[src/sv/tfp_pkg.sv]
// Shared types, character codes and reset values for the telemetry frame parser.
`default_nettype none

package tfp_pkg;

    // Default longest frame in bytes, start and end characters included.
    localparam int MAX_FRAME_DEF = 512;

    // Character codes seen on the byte stream.
    localparam logic [7:0] CH_DOLLAR = 8'h24;
    localparam logic [7:0] CH_SEMI   = 8'h3B;
    localparam logic [7:0] CH_CR     = 8'h0D;
    localparam logic [7:0] CH_LF     = 8'h0A;
    localparam logic [7:0] CH_PLUS   = 8'h2B;
    localparam logic [7:0] CH_MINUS  = 8'h2D;
    localparam logic [7:0] CH_ZERO   = 8'h30;
    localparam logic [7:0] CH_NINE   = 8'h39;
    localparam logic [7:0] CH_SPACE  = 8'h20;
    localparam logic [7:0] CH_TAB    = 8'h09;

    // Magnitude cap of the accumulator and the largest positive result.
    localparam logic [31:0] MAG_CAP = 32'h8000_0000;
    localparam logic [31:0] POS_MAX = 32'h7FFF_FFFF;

    // Field index saturation and field count saturation.
    localparam logic [4:0] IDX_MAX   = 5'd31;
    localparam logic [5:0] COUNT_MAX = 6'd63;

    // Configuration register indexes and reset values.
    localparam logic CFG_EXPECTED_FIELDS = 1'b0;
    localparam logic CFG_WANTED_CHANNEL  = 1'b1;
    localparam logic [4:0] EXPECTED_FIELDS_RST = 5'd20;
    localparam logic [7:0] WANTED_CHANNEL_RST  = 8'd1;

    // Result kinds.
    localparam logic KIND_FIELD  = 1'b0;
    localparam logic KIND_REPORT = 1'b1;

    typedef enum logic [1:0] {
        MODE_HUNT     = 2'd0,
        MODE_FRAME    = 2'd1,
        MODE_AFTER_CR = 2'd2
    } tfp_mode_t;

    typedef enum logic [1:0] {
        PH_LEADING = 2'd0,
        PH_SIGNED  = 2'd1,
        PH_DIGITS  = 2'd2,
        PH_DONE    = 2'd3
    } tfp_phase_t;

    // Number parser state of the field in progress.
    typedef struct packed {
        logic [31:0] acc;
        logic        neg;
        tfp_phase_t  phase;
    } tfp_field_t;

    // Configuration register values.
    typedef struct packed {
        logic [4:0] expected_fields;
        logic [7:0] wanted_channel;
    } tfp_cfg_t;

    // One result item.
    typedef struct packed {
        logic               kind;
        logic [4:0]         field_index;
        logic signed [31:0] field_value;
        logic               checksum_ok;
        logic               count_ok;
        logic               channel_ok;
        logic               last;
    } tfp_result_t;

endpackage

`default_nettype wire

[src/sv/telemetry_frame_parser.sv]
// Top level of the telemetry frame parser: input register, frame logic, result register.
//
//  channel  | direction | transfer on                     | contents
//  s_axis   | in        | s_axis_tvalid & s_axis_tready   | one received byte
//  m_axis   | out       | m_axis_tvalid & m_axis_tready   | field result or frame report
//  cfg      | in        | cfg_we                          | expected_fields, wanted_channel
//
// One byte per cycle is sustained while results are taken; a byte passes the input register,
// then the result register, before its result can be taken.
// A byte that causes no result passes even while the result register is stalled.
// Reset is asynchronous and returns the parser to hunting for the start character,
// with the configuration registers at their reset values.
`default_nettype none

module telemetry_frame_parser
    import tfp_pkg::*;
#(
    parameter int MAX_FRAME = MAX_FRAME_DEF
)
(
    input  wire logic        clk,
    input  wire logic        rst_n,
    input  wire logic        s_axis_tvalid,
    output logic             s_axis_tready,
    input  wire logic [7:0]  s_axis_tdata,   // [7:0] rx_byte
    output logic             m_axis_tvalid,
    input  wire logic        m_axis_tready,
    output logic [39:0]      m_axis_tdata,   // [4:0] field_index, [36:5] field_value,
                                             // [37] checksum_ok, [38] count_ok,
                                             // [39] channel_ok
    output logic             m_axis_tuser,   // [0] kind
    output logic             m_axis_tlast,
    input  wire logic        cfg_we,
    input  wire logic        cfg_addr,
    input  wire logic [7:0]  cfg_wdata
);

    logic        in_valid_reg, in_valid_next;
    logic [7:0]  in_byte_reg;
    logic        out_valid_reg, out_valid_next;
    tfp_result_t out_reg;
    tfp_cfg_t    cfg_reg;

    logic        advance;
    logic        res_valid;
    tfp_result_t res;

    tfp_frame_ctrl #(
        .MAX_FRAME (MAX_FRAME)
    ) u_ctrl (
        .clk       (clk),
        .rst_n     (rst_n),
        .step      (advance),
        .rx_byte   (in_byte_reg),
        .cfg       (cfg_reg),
        .res_valid (res_valid),
        .res       (res)
    );

    // The held byte moves on when its result, if any, has a free slot.
    assign advance       = in_valid_reg && (!out_valid_reg || m_axis_tready || !res_valid);
    assign s_axis_tready = !in_valid_reg || advance;

    always_comb
    begin
        in_valid_next = in_valid_reg;
        if (s_axis_tvalid && s_axis_tready)
        begin
            in_valid_next = 1'b1;
        end
        else if (advance)
        begin
            in_valid_next = 1'b0;
        end
    end

    always_comb
    begin
        out_valid_next = out_valid_reg;
        if (advance && res_valid)
        begin
            out_valid_next = 1'b1;
        end
        else if (m_axis_tready)
        begin
            out_valid_next = 1'b0;
        end
    end

    // Handshake state.
    always_ff @(posedge clk or negedge rst_n)
    begin
        if (!rst_n)
        begin
            in_valid_reg  <= 1'b0;
            out_valid_reg <= 1'b0;
        end
        else
        begin
            in_valid_reg  <= in_valid_next;
            out_valid_reg <= out_valid_next;
        end
    end

    // Input and result payload registers.
    always_ff @(posedge clk)
    begin
        if (s_axis_tvalid && s_axis_tready)
        begin
            in_byte_reg <= s_axis_tdata;
        end
        if (advance && res_valid)
        begin
            out_reg <= res;
        end
    end

    // Configuration registers.
    always_ff @(posedge clk or negedge rst_n)
    begin
        if (!rst_n)
        begin
            cfg_reg.expected_fields <= EXPECTED_FIELDS_RST;
            cfg_reg.wanted_channel  <= WANTED_CHANNEL_RST;
        end
        else if (cfg_we)
        begin
            unique case (cfg_addr)
                CFG_EXPECTED_FIELDS: cfg_reg.expected_fields <= cfg_wdata[4:0];
                CFG_WANTED_CHANNEL:  cfg_reg.wanted_channel  <= cfg_wdata;
                default:             cfg_reg <= cfg_reg;
            endcase
        end
    end

    // Result port.
    assign m_axis_tvalid = out_valid_reg;
    assign m_axis_tdata  = {out_reg.channel_ok, out_reg.count_ok, out_reg.checksum_ok,
                            out_reg.field_value, out_reg.field_index};
    assign m_axis_tuser  = out_reg.kind;
    assign m_axis_tlast  = out_reg.last;

endmodule

`default_nettype wire

[src/sv/tfp_field_parse.sv]
// Decimal field parser: one character step and the signed, saturated field value.
`default_nettype none

module tfp_field_parse
    import tfp_pkg::*;
(
    input  wire logic [7:0]   rx_byte,
    input  wire tfp_field_t   cur,
    output tfp_field_t        nxt,
    output logic signed [31:0] value
);

    logic        is_digit;
    logic        is_space;
    logic [35:0] mag_wide;
    logic [3:0]  digit;

    // Character classes.
    assign is_digit = (rx_byte >= CH_ZERO) && (rx_byte <= CH_NINE);
    assign is_space = (rx_byte == CH_SPACE) || ((rx_byte >= CH_TAB) && (rx_byte <= CH_CR));
    assign digit    = rx_byte[3:0];

    // Times ten as two shifts and an add, plus the new digit.
    assign mag_wide = ({4'b0, cur.acc} << 3) + ({4'b0, cur.acc} << 1) + {32'b0, digit};

    // One character step of the field state.
    always_comb
    begin
        nxt = cur;
        if (cur.phase != PH_DONE)
        begin
            if (is_digit)
            begin
                nxt.acc   = (mag_wide > {4'b0, MAG_CAP}) ? MAG_CAP : mag_wide[31:0];
                nxt.phase = PH_DIGITS;
            end
            else if ((cur.phase == PH_LEADING) && is_space)
            begin
                nxt.phase = PH_LEADING;
            end
            else if ((cur.phase == PH_LEADING) && ((rx_byte == CH_PLUS) || (rx_byte == CH_MINUS)))
            begin
                nxt.neg   = (rx_byte == CH_MINUS);
                nxt.phase = PH_SIGNED;
            end
            else
            begin
                nxt.phase = PH_DONE;
            end
        end
    end

    // Signed value of the field so far; the magnitude never exceeds 2^31.
    always_comb
    begin
        if (cur.neg)
        begin
            value = $signed(32'd0 - cur.acc);
        end
        else
        begin
            value = $signed(cur.acc[31] ? POS_MAX : cur.acc);
        end
    end

endmodule

`default_nettype wire

[src/sv/tfp_frame_ctrl.sv]
// Frame state machine: start hunt, checksum, field counting and frame report.
`default_nettype none

module tfp_frame_ctrl
    import tfp_pkg::*;
#(
    parameter int MAX_FRAME = MAX_FRAME_DEF
)
(
    input  wire logic       clk,
    input  wire logic       rst_n,
    input  wire logic       step,
    input  wire logic [7:0] rx_byte,
    input  wire tfp_cfg_t   cfg,
    output logic            res_valid,
    output tfp_result_t     res
);

    localparam int BC_W = $clog2(MAX_FRAME + 1);

    tfp_mode_t          mode_reg, mode_next;
    logic [7:0]         xor_reg, xor_next;
    logic [7:0]         xor_semi_reg, xor_semi_next;
    tfp_field_t         field_reg, field_next;
    logic [5:0]         count_reg, count_next;
    logic signed [31:0] first_reg, first_next;
    logic signed [31:0] last_val_reg, last_val_next;
    logic [BC_W-1:0]    bc_reg, bc_next;

    tfp_field_t         field_step;
    logic signed [31:0] field_value;
    logic [4:0]         idx_sat;
    logic [7:0]         xor_upd;

    localparam tfp_field_t FIELD_CLEAR = '{acc: 32'd0, neg: 1'b0, phase: PH_LEADING};

    tfp_field_parse u_parse (
        .rx_byte (rx_byte),
        .cur     (field_reg),
        .nxt     (field_step),
        .value   (field_value)
    );

    assign idx_sat = count_reg[5] ? IDX_MAX : count_reg[4:0];
    assign xor_upd = xor_reg ^ rx_byte;

    // State registers.
    always_ff @(posedge clk or negedge rst_n)
    begin
        if (!rst_n)
        begin
            mode_reg     <= MODE_HUNT;
            xor_reg      <= '0;
            xor_semi_reg <= '0;
            field_reg    <= FIELD_CLEAR;
            count_reg    <= '0;
            first_reg    <= '0;
            last_val_reg <= '0;
            bc_reg       <= '0;
        end
        else
        begin
            mode_reg     <= mode_next;
            xor_reg      <= xor_next;
            xor_semi_reg <= xor_semi_next;
            field_reg    <= field_next;
            count_reg    <= count_next;
            first_reg    <= first_next;
            last_val_reg <= last_val_next;
            bc_reg       <= bc_next;
        end
    end

    // Next state and the result caused by the current byte.
    always_comb
    begin
        mode_next     = mode_reg;
        xor_next      = xor_reg;
        xor_semi_next = xor_semi_reg;
        field_next    = field_reg;
        count_next    = count_reg;
        first_next    = first_reg;
        last_val_next = last_val_reg;
        bc_next       = bc_reg;
        res_valid     = 1'b0;
        res           = '0;

        unique case (mode_reg) inside
            MODE_HUNT:
            begin
                if (rx_byte == CH_DOLLAR)
                begin
                    mode_next     = MODE_FRAME;
                    xor_next      = rx_byte;
                    xor_semi_next = rx_byte;
                    bc_next       = BC_W'(1);
                    count_next    = '0;
                    first_next    = '0;
                    last_val_next = '0;
                    field_next    = FIELD_CLEAR;
                end
            end
            MODE_FRAME, MODE_AFTER_CR:
            begin
                if (bc_reg >= BC_W'(MAX_FRAME))
                begin
                    // Overlong frame: drop the byte and go back to hunting.
                    mode_next  = MODE_HUNT;
                    bc_next    = '0;
                    field_next = FIELD_CLEAR;
                end
                else if ((mode_reg == MODE_AFTER_CR) && (rx_byte == CH_LF))
                begin
                    // End of frame report.
                    res_valid       = 1'b1;
                    res.kind        = KIND_REPORT;
                    res.field_index = idx_sat;
                    res.checksum_ok = (last_val_reg == $signed({24'b0, xor_semi_reg}));
                    res.count_ok    = (count_reg == {1'b0, cfg.expected_fields});
                    res.channel_ok  = (count_reg != 6'd0)
                                   && (first_reg == $signed({24'b0, cfg.wanted_channel}));
                    res.last        = 1'b1;
                    mode_next       = MODE_HUNT;
                    bc_next         = '0;
                    field_next      = FIELD_CLEAR;
                end
                else
                begin
                    bc_next   = bc_reg + BC_W'(1);
                    mode_next = MODE_FRAME;
                    xor_next  = xor_upd;
                    if ((rx_byte == CH_SEMI) || (rx_byte == CH_CR))
                    begin
                        // A field ends here.
                        if (rx_byte == CH_SEMI)
                        begin
                            xor_semi_next = xor_upd;
                        end
                        else
                        begin
                            mode_next = MODE_AFTER_CR;
                        end
                        res_valid       = 1'b1;
                        res.kind        = KIND_FIELD;
                        res.field_index = idx_sat;
                        res.field_value = field_value;
                        if (count_reg == 6'd0)
                        begin
                            first_next = field_value;
                        end
                        last_val_next = field_value;
                        if (count_reg < COUNT_MAX)
                        begin
                            count_next = count_reg + 6'd1;
                        end
                        field_next = FIELD_CLEAR;
                    end
                    else
                    begin
                        field_next = field_step;
                    end
                end
            end
            default:
            begin
                mode_next = MODE_HUNT;
            end
        endcase

        // Only an accepted byte moves the state.
        if (!step)
        begin
            mode_next     = mode_reg;
            xor_next      = xor_reg;
            xor_semi_next = xor_semi_reg;
            field_next    = field_reg;
            count_next    = count_reg;
            first_next    = first_reg;
            last_val_next = last_val_reg;
            bc_next       = bc_reg;
        end
    end

endmodule

`default_nettype wire
[config.mk]
export PLATFORM = sky130hd
export DESIGN_NAME = telemetry_frame_parser
export DESIGN_NICKNAME = d
export VERILOG_FILES = /design/src/sv/tfp_pkg.sv /design/src/sv/telemetry_frame_parser.sv /design/src/sv/tfp_field_parse.sv /design/src/sv/tfp_frame_ctrl.sv
export SDC_FILE = /design/constraint.sdc
export NUM_CORES = 1
export LEC_CHECK = 0
export CAP_MARGIN = 20
export CORE_MARGIN = 2
export CORE_UTILIZATION = 55
export CTS_CLUSTER_DIAMETER = 60
export DETAILED_ROUTE_END_ITERATION = 16
export DONT_BUFFER_PORTS = 1
export PLACE_DENSITY = 0.7
export SLEW_MARGIN = 15
export SYNTH_ARGS = -nofsm -noshare
export SYNTH_HDL_FRONTEND = slang
export SYNTH_SLANG_ARGS = --single-unit
[constraint.sdc]
create_clock -name clk -period 4.2 [get_ports clk]
set_input_delay 0.42 -clock clk [delete_from_list [all_inputs] [get_ports clk]]
set_output_delay 0.42 -clock clk [all_outputs]
set_load 0.02 [all_outputs]
==> results.yml <==
power_and_ir_drop:
  combPwrFrac: 0.302
  clock_power_share: 0.256
  max-vdd-ir-drop_mv: 0.262
  swShare: 0.368
  p_seq_frac: 0.443
  p_sw_mw: 2.18
  report.power.total_mw: 5.93
  cellLeakagePower_nw: 5.34
  internal_power_mw: 3.75
  cellPowerDensity_nw_per_um2: 477
cells_and_area:
  final_common_cell: "nand2_1"
  areaGrowthSynthToFinish_pct: 7.18
  fill_cells: 1813
  diodes: 0
  fin_nets: 1291
  largest_reg_flops: 40
  instances_no_fill: 1483
  drive_gt1_frac: 0.0861
  utilization: 0.597
  final_cell_mix: "160 x nand2_1, 145 x dfrtp_1, 112 x o21ai_0"
sta:
  skew_ns: 0.0158
  min_period_over_period: 0.912
  slew-limit-headroom: 0.415
  finalCriticalPeriod_ns: 3.83
  maxSlewViolCount: 0
  finalSetupTns_ns: 0
  worstMarginPinSlew_ns: 0.878
  setup_viol: 0
  hold_violations: 12
  max_freq_mhz: 261
  whs_ns: -0.0210
  rsz0062_at_grt: "no"
detailed_routing:
  dr.pass1.iters: 5
  drc: 0
  routed_wirelength_um: 28400
  vias: 9251
  drtIter0Drc: 740
  antenna_left: 0
  routed_via_density: 6.24
  routedWlPerCell_um: 19.1
synthesis:
  yosysWarnings: 0
  synthTopCellsByArea: "dfrtp_1 31%, edfxtp_1 13%, ha_1 7.8%"
  synth_top_area_share: 0.313
  synth.largest_area_cell: "dfrtp_1"
  yosysSeqAreaShare: 0.447
  ys_seq_elements: 197
  synth.avg_cell_area_um2: 9.51
  async_flop_share: 0.751
  syn_inst: 1219
  synthesis.nets: 1315
  synth.distinct_cells: 78
  synth-edff-count: 49
  ys.flop_type: "dfrtp_1"
  synth_area_um2: 11600
worst_setup_path:
  crit_required_ns: 4.56
  start_kind: "flip-flop"
  worst-setup-path-type: "reg2reg"
  crit_fanout: 31
  cp.arrival_ns: 4.19
  cp-end-kind: "flip-flop"
worst_hold_path:
  hold_path_class: "in2async"
placement:
  dp_hpwl_um: 20600
  gp_congestion: 0.929
  numPortBuffers: 0
  dp_cells: 1450
cts:
  numCtsBuffers: 17
  ctsHtreeMaxLevel: 4
  post-cts-setup-buffer-count: 0
  cts.sinks: 197
  clkTransAtPathRegs_ns: 0.07
  clock_path_buffers: 2
  cts_tree: "built"
  cts_root_buf: "clkbuf_16"
  insertion_delay_ns: 0.44
  post_cts_resized: 0
floorplanning:
  std_cell_rows: 53
  die_area_um2: 22200
  die_x_um: 149
  die_h_um: 149
  coreArea_um2: 20800
  start_util: 0.557
  ios: 66
global_routing:
  grt_pass1_vias: 8712
  grt_pass1_wl_um: 46000
  grt.total_usage: 0.263
  grt_start_max_net_pins: 149
  grt.overflow.total: 0
  antenna_found_initial: 0
run_status:
  violations: "negative hold slack"
  status: "finished with violations"
flow_run:
  maxCapViolCount: 0
[repair_timing]
action	4_1_cts	5_1_grt
setup endpoints to repair	0	0
hold buffers	1	0
hold endpoints to repair	148	0
[power by group through the flow]
| stage | clock network, mW | registers, mW | logic [mW] |
|---|---|---|---|
| after CTS | 1.54 | 2.62 | 1.78 |
| after global routing | 1.62 | 2.68 | 2.00 |
| final | 1.51 | 2.63 | 1.79 |
| after detailed placement | 0 | 2.66 | 1.74 |
| after floorplan | 0 | 2.54 | 1.36 |
| after global placement | 0 | 2.64 | 1.70 |
[critical path, stage by stage (launching register included)]
cell and delay (ns):
dfrtp_1 0.43, inv_1 0.11, fa_1 0.60, inv_1 0.07, ha_1 0.30, a211o_1 0.30
a21o_1 0.23, a21oi_1 0.13, a21oi_1 0.13, o21ai_1 0.34, o211ai_1 0.24, a2111oi_4 0.45
buf_12 0.24, a32o_1 0.19
[Yosys cell counts, drive strengths merged (6+ instances only)]
cell	number
nor4	27
clkbuf	43
o21ai	117
a21o	11
a31o	6
nor2	86
nand2	160
o211ai	12
and3	8
a211oi	9
nand4	18
nand3	29
nor2b	14
o22ai	12
nor3	26
mux2	21
dfrtp	145
o21a	12
xnor2	29
edfxtp	49
a32o	24
a311oi	7
a31oi	9
inv	26
and2	8
a21oi	94
or3	14
nor3b	7
buf	19
nand2b	12
or2	6
xor2	32
ha	72
[metrics by stage]
stage / area, µm² / setup slack [ns]
2_1_floorplan: 11600 / 0.484
3_3_place_gp: 11900 / 0.502
3_5_place_dp: 11900 / 0.423
4_1_cts: 12400 / 0.367
5_1_grt: 12400 / 0.0813
6_report: 12400 / 0.371
[layout make-up]
cell class / instances / area [µm²] / share of cell area
sequential: 197 / 5180 / 0.417
clock inverter: 12 / 97.6 / 0.00786
multi-input combinational: 934 / 6090 / 0.490
clock buffer: 20 / 437 / 0.0352
tap: 275 / 344 / 0.0277
inverter: 26 / 97.6 / 0.00786
timing repair buffer: 19 / 175 / 0.0141
[metal layers]
metal  track usage  vias up  share of wire
li1              -     4435              -
met1         0.387     4487           0.47
met2         0.403      293           0.45
met3        0.0437       36          0.059
met4        0.0724        0          0.016
met5             0        -              0
[cells by family (layout without fill, tap and decap cells)]
family | Yosys count | in the layout | share of synthesized area
AND/OR/NAND/NOR | 432 | 432 | 0.182
AO/OA/AOI/OAI | 344 | 344 | 0.191
flip-flops | 197 | 197 | 0.447
buffers and inverters | 88 | 77 | 0.0310
adder cells (fa/ha/maj) | 74 | 74 | 0.0812
XOR/XNOR | 61 | 61 | 0.0461
multiplexers | 23 | 23 | 0.0221
[path summary, 6_finish.rpt]
check                      depth (start not counted)                      end                 start  slack (ns)
max in group asynchronous                          1        u_ctrl.xor_reg[2]                 rst_n        3.67
setup reg to reg                                  13     u_ctrl.field_reg[22]   u_ctrl.field_reg[3]        0.37
setup / recovery                                  13     u_ctrl.field_reg[22]   u_ctrl.field_reg[3]        0.37
hold reg to reg                                    2     u_ctrl.first_reg[22]  u_ctrl.first_reg[22]        0.48
hold / removal                                     1  u_ctrl.last_val_reg[24]                 rst_n       -0.02
min in group clk                                   0           in_byte_reg[0]       s_axis_tdata[0]        0.08
(Power assumes the default switching activity.)
